[config.mk]
export PLATFORM = sky130hd
export DESIGN_NAME = tick_to_millisecond_converter_top
export DESIGN_NICKNAME = d
export VERILOG_FILES = /design/src/hw/rtl/tck_pkg.sv /design/src/hw/rtl/tick_to_millisecond_converter_top.sv /design/src/hw/rtl/tck_div.sv
export SDC_FILE = /design/constraint.sdc
export NUM_CORES = 2
export LEC_CHECK = 0
export ABC_AREA = 0
export BUFFER_PORTS_ARGS = -buffer_cell sky130_fd_sc_hd__buf_2
export CAP_MARGIN = 10
export CORE_ASPECT_RATIO = 0.75
export CORE_MARGIN = 4
export CORE_UTILIZATION = 42
export DETAILED_ROUTE_END_ITERATION = 7
export PLACE_DENSITY = 0.57
export RECOVER_POWER = 50
export SYNTH_ARGS = -nofsm -noshare
export SYNTH_HDL_FRONTEND = slang
export SYNTH_HIERARCHICAL = 1
export SYNTH_SLANG_ARGS = --single-unit
[constraint.sdc]
create_clock -name i_clk -period 8.8 [get_ports i_clk]
set_clock_uncertainty 0.1 [all_clocks]
set_input_delay 1.76 -clock i_clk [delete_from_list [all_inputs] [get_ports i_clk]]
set_output_delay 1.76 -clock i_clk [all_outputs]
set_load 0.02 [all_outputs]
[src/hw/rtl/tck_pkg.sv]
package tck_pkg;

    localparam int TICK_W = 64;
    localparam int MS_W   = 32;
    localparam int CNT_W  = $clog2(TICK_W);

    localparam logic [MS_W-1:0] TICKS_PER_MS_RESET = 32'd100000;

    localparam int ST_W = 3;
    localparam logic [ST_W-1:0] S_IDLE = 3'd0;
    localparam logic [ST_W-1:0] S_DIV  = 3'd1;
    localparam logic [ST_W-1:0] S_MUL  = 3'd2;
    localparam logic [ST_W-1:0] S_UPD  = 3'd3;

    typedef struct packed {
        logic busy;
        logic done;
    } t_div_stat;

endpackage

[src/hw/rtl/tick_to_millisecond_converter_top.sv]
// channel | direction | handshake                          | payload
// s_axis  | in        | i_s_axis_tvalid / o_s_axis_tready  | tick_now [63:0]
// m_axis  | out       | o_m_axis_tvalid / i_m_axis_tready  | elapsed_ms [31:0]
// cfg     | in        | i_cfg_wr_en                        | ticks_per_ms [31:0]
//
// from accept to result a sample passes through 64 steps of the bit-serial divider,
// the quotient capture, the 32x32 product and the update
// a new sample can be accepted from the cycle after its result is loaded into the output register
// synchronous active-low reset clears ticks_per_ms to 100000, base tick and count to zero
// a stalled output holds the update step until the previous result is taken
module tick_to_millisecond_converter_top (
    input  logic                        i_clk,
    input  logic                        i_rst_n,
    input  logic                        i_s_axis_tvalid,
    output logic                        o_s_axis_tready,
    input  logic [63:0]                 i_s_axis_tdata,   // [63:0] tick_now
    output logic                        o_m_axis_tvalid,
    input  logic                        i_m_axis_tready,
    output logic [31:0]                 o_m_axis_tdata,   // [31:0] elapsed_ms
    input  logic                        i_cfg_wr_en,
    input  logic [31:0]                 i_cfg_wr_data
);

    logic [tck_pkg::ST_W-1:0]   r_state, n_state;
    logic [tck_pkg::MS_W-1:0]   r_tpm;
    logic [tck_pkg::TICK_W-1:0] r_base;
    logic [tck_pkg::MS_W-1:0]   r_ms;
    logic [tck_pkg::MS_W-1:0]   r_q;
    logic [tck_pkg::TICK_W-1:0] r_prod;
    logic                       r_out_valid;
    logic [tck_pkg::MS_W-1:0]   r_out_data;

    logic                       w_in_xfer;
    logic                       w_out_free;
    logic [tck_pkg::TICK_W-1:0] w_span;
    logic [tck_pkg::TICK_W-1:0] w_prod;
    logic [tck_pkg::MS_W-1:0]   w_quot;
    tck_pkg::t_div_stat         w_div_stat;

    assign o_s_axis_tready = (r_state == tck_pkg::S_IDLE);
    assign w_in_xfer       = i_s_axis_tvalid && o_s_axis_tready;
    assign w_out_free      = !r_out_valid || i_m_axis_tready;
    assign w_span          = i_s_axis_tdata - r_base;
    assign w_prod          = tck_pkg::TICK_W'(r_q) * tck_pkg::TICK_W'(r_tpm);

    tck_div u_div (
        .i_clk      (i_clk),
        .i_rst_n    (i_rst_n),
        .i_start    (w_in_xfer),
        .i_dividend (w_span),
        .i_divisor  (r_tpm),
        .o_stat     (w_div_stat),
        .o_quot     (w_quot)
    );

    always_comb begin
        n_state = r_state;
        case (r_state)
            tck_pkg::S_IDLE: begin
                if (w_in_xfer) n_state = tck_pkg::S_DIV;
            end
            tck_pkg::S_DIV: begin
                if (w_div_stat.done) n_state = tck_pkg::S_MUL;
            end
            tck_pkg::S_MUL: begin
                n_state = tck_pkg::S_UPD;
            end
            tck_pkg::S_UPD: begin
                if (w_out_free) n_state = tck_pkg::S_IDLE;
            end
            default: begin
                n_state = tck_pkg::S_IDLE;
            end
        endcase
    end

    always_ff @(posedge i_clk) begin
        if (!i_rst_n) begin
            r_state     <= tck_pkg::S_IDLE;
            r_tpm       <= tck_pkg::TICKS_PER_MS_RESET;
            r_base      <= '0;
            r_ms        <= '0;
            r_out_valid <= 1'b0;
        end else begin
            r_state <= n_state;
            if (i_cfg_wr_en) r_tpm <= i_cfg_wr_data;
            if (r_out_valid && i_m_axis_tready) r_out_valid <= 1'b0;
            if (r_state == tck_pkg::S_UPD && w_out_free) begin
                r_base      <= r_base + r_prod;
                r_ms        <= r_ms + r_q;
                r_out_valid <= 1'b1;
            end
        end
    end

    always_ff @(posedge i_clk) begin
        if (r_state == tck_pkg::S_DIV && w_div_stat.done) begin
            // zero divisor gives a zero quotient
            r_q <= (r_tpm == '0) ? '0 : w_quot;
        end
        if (r_state == tck_pkg::S_MUL) r_prod <= w_prod;
        if (r_state == tck_pkg::S_UPD && w_out_free) r_out_data <= r_ms + r_q;
    end

    assign o_m_axis_tvalid = r_out_valid;
    assign o_m_axis_tdata  = r_out_data;

    a_out_from_update: assert property (@(posedge i_clk) disable iff (!i_rst_n)
        $rose(r_out_valid) |-> $past(r_state) == tck_pkg::S_UPD)
        else $error("result raised outside update step");

    a_ms_only_in_update: assert property (@(posedge i_clk) disable iff (!i_rst_n)
        $past(i_rst_n) && !$stable(r_ms) |-> $past(r_state) == tck_pkg::S_UPD)
        else $error("millisecond count changed outside update step");

    a_div_done_in_div: assert property (@(posedge i_clk) disable iff (!i_rst_n)
        w_div_stat.done |-> r_state == tck_pkg::S_DIV)
        else $error("divider finished while sequencer not waiting");

endmodule

[src/hw/rtl/tck_div.sv]
module tck_div (
    input  logic                          i_clk,
    input  logic                          i_rst_n,
    input  logic                          i_start,
    input  logic [tck_pkg::TICK_W-1:0]    i_dividend,
    input  logic [tck_pkg::MS_W-1:0]      i_divisor,
    output tck_pkg::t_div_stat            o_stat,
    output logic [tck_pkg::MS_W-1:0]      o_quot
);

    logic [tck_pkg::TICK_W-1:0] r_acc, n_acc;
    logic [tck_pkg::MS_W-1:0]   r_rem, n_rem;
    logic [tck_pkg::MS_W-1:0]   r_dvs;
    logic [tck_pkg::CNT_W-1:0]  r_cnt;
    logic                       r_busy;
    logic                       r_done;

    logic [tck_pkg::MS_W:0]     w_shift;
    logic [tck_pkg::MS_W:0]     w_diff;
    logic                       w_ge;

    // one restoring step: shift in next dividend bit, compare and subtract
    assign w_shift = {r_rem, r_acc[tck_pkg::TICK_W-1]};
    assign w_diff  = w_shift - {1'b0, r_dvs};
    assign w_ge    = (w_shift >= {1'b0, r_dvs});

    always_comb begin
        n_rem = w_ge ? w_diff[tck_pkg::MS_W-1:0] : w_shift[tck_pkg::MS_W-1:0];
        n_acc = {r_acc[tck_pkg::TICK_W-2:0], w_ge};
    end

    always_ff @(posedge i_clk) begin
        if (!i_rst_n) begin
            r_busy <= 1'b0;
            r_done <= 1'b0;
            r_cnt  <= '0;
        end else begin
            r_done <= 1'b0;
            if (i_start && !r_busy) begin
                r_busy <= 1'b1;
                r_cnt  <= '0;
            end else if (r_busy) begin
                r_cnt <= r_cnt + 1'b1;
                if (r_cnt == tck_pkg::CNT_W'(tck_pkg::TICK_W - 1)) begin
                    r_busy <= 1'b0;
                    r_done <= 1'b1;
                end
            end
        end
    end

    always_ff @(posedge i_clk) begin
        if (i_start && !r_busy) begin
            r_acc <= i_dividend;
            r_rem <= '0;
            r_dvs <= i_divisor;
        end else if (r_busy) begin
            r_acc <= n_acc;
            r_rem <= n_rem;
        end
    end

    assign o_stat.busy = r_busy;
    assign o_stat.done = r_done;
    assign o_quot      = r_acc[tck_pkg::MS_W-1:0];

    a_busy_done_excl: assert property (@(posedge i_clk) disable iff (!i_rst_n)
        !(r_busy && r_done))
        else $error("divider busy and done together");

    a_done_after_last: assert property (@(posedge i_clk) disable iff (!i_rst_n)
        r_done |-> $past(r_busy) && $past(r_cnt) == tck_pkg::CNT_W'(tck_pkg::TICK_W - 1))
        else $error("divider done without final step");

    a_no_restart: assert property (@(posedge i_clk) disable iff (!i_rst_n)
        r_busy && !$past(r_busy) && $past(i_rst_n) |-> r_cnt == '0)
        else $error("divider started with nonzero count");

endmodule

==> metrics.txt <==
# TYPE chip_impl_metric gauge
chip_impl_info{name="outcome",value="finished with violations"} 1
chip_impl_info{name="failed_checks",value="capacitance limit, slew limit"} 1
chip_impl_metric{name="groute.layer.met1.usage",unit=""} 0.3738
chip_impl_metric{name="hold_viol_final",unit=""} 0
chip_impl_metric{name="route.detailed.wl_per_inst",unit="um"} 21.42
chip_impl_metric{name="final.setup.worst_slack",unit="ns"} 0.3232
chip_impl_metric{name="core_area",unit="sq mm"} 0.1385
chip_impl_metric{name="detailedPlacementHpwl",unit="mm"} 144.4
chip_impl_metric{name="initial_utilization",unit=""} 0.4246
chip_impl_metric{name="reg2reg_slack",unit="ns"} 0.32
chip_impl_metric{name="place_area",unit="sq mm"} 0.06153
chip_impl_metric{name="drt-vias-per-instance",unit=""} 5.408
chip_impl_metric{name="drv_cap",unit=""} 13
chip_impl_metric{name="setup_viol",unit=""} 0
chip_impl_metric{name="p_total",unit="mW"} 24.10
chip_impl_metric{name="cts-buffers-inserted",unit=""} 46
chip_impl_metric{name="switching_share",unit=""} 0.5247
chip_impl_metric{name="clock_insertion_delay_worst_skew",unit="ns"} 0.63
chip_impl_metric{name="intPower",unit="mW"} 11.46
chip_impl_metric{name="global_route.usage.met2",unit=""} 0.3642
chip_impl_metric{name="share_seq_of_total_power",unit=""} 0.149
chip_impl_info{name="layout_common_cells",value="1017 x sky130_fd_sc_hd__inv_1, 900 x sky130_fd_sc_hd__fa_1, 777 x sky130_fd_sc_hd__nand2_1"} 1
chip_impl_metric{name="synthesis.area_per_instance",unit="sq um"} 9.108
chip_impl_metric{name="cts.clk_slew.worst_paths",unit="ns"} 0.07
chip_impl_metric{name="post_route_cells_drive_above_1_share",unit=""} 0.07532
chip_impl_metric{name="ctsLongestPathBuffers",unit=""} 3
chip_impl_metric{name="grt_max_degree",unit=""} 79
chip_impl_metric{name="min_period_over_period",unit=""} 0.9633
chip_impl_info{name="cts_tree",value="done"} 1
chip_impl_metric{name="detail_route.first_pass.iterations",unit=""} 6
chip_impl_metric{name="ys.warnings.count",unit=""} 6
chip_impl_metric{name="drt-total-wl",unit="mm"} 178.7
chip_impl_metric{name="design.final.nets",unit=""} 7899
chip_impl_metric{name="ios",unit=""} 135
chip_impl_metric{name="syn_inst_count",unit=""} 6457
chip_impl_metric{name="crit_path_max_incr_delay",unit="ns"} 0.95
chip_impl_metric{name="gp_routability_congestion",unit=""} 0.9324
chip_impl_metric{name="gr-usage-all-layers",unit=""} 0.2422
chip_impl_metric{name="grt_antenna_before_repair",unit=""} 7
chip_impl_metric{name="fp-row-count",unit=""} 118
chip_impl_metric{name="worstPathRequired",unit="ns"} 9.05
chip_impl_metric{name="grt_overflow_total",unit=""} 0
chip_impl_metric{name="slew_headroom",unit=""} -1.197
chip_impl_info{name="worstSetupEndpointType",value="register"} 1
chip_impl_metric{name="grt_first_pass_wirelength",unit="mm"} 275.8
chip_impl_metric{name="drc_errors",unit=""} 0
chip_impl_metric{name="timing.final.max_slew_violations",unit=""} 488
chip_impl_metric{name="detailroute.via_count",unit=""} 45104
chip_impl_metric{name="dieArea",unit="sq mm"} 0.1461
chip_impl_metric{name="period_minus_slack",unit="ns"} 8.477
chip_impl_metric{name="max_freq",unit="MHz"} 118.0
chip_impl_info{name="library_cell_contributing_the_largest_single_delay_on_the_critical_path",value="sky130_fd_sc_hd__edfxtp_1"} 1
chip_impl_metric{name="drt_iter0_markers",unit=""} 3493
chip_impl_metric{name="io_buffers",unit=""} 134
chip_impl_metric{name="cts_hold_repair.buffers",unit=""} 0
chip_impl_metric{name="p_leak",unit="nW"} 28.81
chip_impl_info{name="grt_most_used_layer",value="met1"} 1
chip_impl_metric{name="pwr_density_cell",unit="mW/mm^2"} 380.4
chip_impl_metric{name="power.share.combinational",unit=""} 0.768
chip_impl_metric{name="crit_fanout",unit=""} 18
chip_impl_metric{name="tightest_slew",unit="ns"} 3.295
chip_impl_metric{name="grt_util_met3",unit=""} 0.03773
chip_impl_metric{name="cts.sink_count",unit=""} 395
chip_impl_info{name="critical_path.startpoint_type",value="register"} 1
chip_impl_metric{name="detail-route-antenna-nets",unit=""} 0
chip_impl_metric{name="peakVddDrop",unit="uV"} 644.2
chip_impl_metric{name="floorplan.die.height",unit="um"} 332.1
chip_impl_metric{name="post-route-cell-area",unit="sq mm"} 0.06336
chip_impl_info{name="root_buffer_selected_by_cts",value="sky130_fd_sc_hd__clkbuf_16"} 1
chip_impl_metric{name="finalSetupTns",unit="ns"} 0
chip_impl_metric{name="power_switching",unit="mW"} 12.65
chip_impl_metric{name="worstPathArrival",unit="ns"} 8.72
chip_impl_metric{name="number_of_global_route_vias_before_repair",unit=""} 45344
chip_impl_info{name="hold_path.class",value="reg -> reg"} 1
chip_impl_info{name="crit_top_cell",value="sky130_fd_sc_hd__fa_1"} 1
chip_impl_metric{name="synth.net_count",unit=""} 7915
chip_impl_metric{name="clock_tree.htree_level_count",unit=""} 2
chip_impl_info{name="critPathKind",value="reg -> reg"} 1
chip_impl_metric{name="finalHoldWorstSlack",unit="ns"} 0.3622
chip_impl_metric{name="synth.cell_area",unit="sq mm"} 0.05881
chip_impl_metric{name="syn2layout_area_growth",unit="%"} 7.740
chip_impl_info{name="final_common_cell",value="sky130_fd_sc_hd__inv_1"} 1
chip_impl_info{name="setup_repair_after_global_routing_missed_its_margin",value="no"} 1
chip_impl_metric{name="placement.setup.worst_slack",unit="ns"} 0.1706
chip_impl_metric{name="die_x",unit="um"} 440.1
chip_impl_metric{name="clkPwrFrac",unit=""} 0.084
[power groups by stage]
stage	clock, mW	combinational, mW	sequential (mW)
after floorplan	0	13.0	3.43
after global placement	0	18.2	3.60
after CTS	2.07	18.4	3.57
final	2.02	18.5	3.58
after global routing	2.15	20.5	3.62
after detailed placement	0	18.2	3.60
[area by class of cell]
cell class	instances	area, sq um
antenna	2	5.005
clock buffer	53	1220
clock inverter	33	325.3
fill	13717	75130
inverter	1019	3827
multi-input combinational	4661	43270
sequential	395	10170
tap	1860	2327
timing repair buffer	318	2223
[worst max-delay path: cells and delay by family (launching register included)]
family | cells | cell delay, ns
flip-flops | 1 | 0.95
AO/OA/AOI/OAI | 6 | 1.77
buffers and inverters | 10 | 1.39
XOR/XNOR | 1 | 0.07
adder cells (fa/ha/maj) | 9 | 3.55
AND/OR/NAND/NOR | 4 | 0.35
[sequential cells by signal, summed over array words and instances (netlist names)]
name,flops
u_div/r_rem,32
u_div/r_done,1
o_m_axis_tvalid,1
r_state,2
r_tpm,32
u_div/r_dvs,32
r_prod,64
r_ms,32
o_m_axis_tdata,32
r_q,32
u_div/r_busy,1
u_div/r_acc,64
u_div/r_cnt,6
r_base,64
[per-layer routing]
| metal | up-vias | routed length, um |
|---|---|---|
| met5 | - | 0 |
| met4 | 0 | 2610 |
| met3 | 139 | 12690 |
| met2 | 1395 | 77980 |
| met1 | 22882 | 85420 |
| li1 | 20688 | - |
[path summary, 6_finish.rpt]
path                              start          to  cells past startpoint
worst min-delay path            r_ms[0]     r_ms[0]                      2
worst max-delay path             r_q[3]  r_prod[57]                     30
worst max register to register   r_q[3]  r_prod[57]                     30
worst min register to register  r_ms[0]     r_ms[0]                      2
[timing repair]
action,4_1_cts,5_1_grt
hold endpoints to repair,0,0
buffers inserted,0,28
setup endpoints to repair,0,11
gates resized for setup,0,18
[through the flow]
| step | utilization | cells |
|---|---|---|
| after floorplan | - | 6457 |
| after global placement | 0.4443 | 8225 |
| after detailed placement | 0.4443 | 8225 |
| after CTS | 0.4554 | 8311 |
| after global routing | 0.4575 | 8339 |
| final | 0.4575 | 8341 |
(Power assumes the default switching activity.)
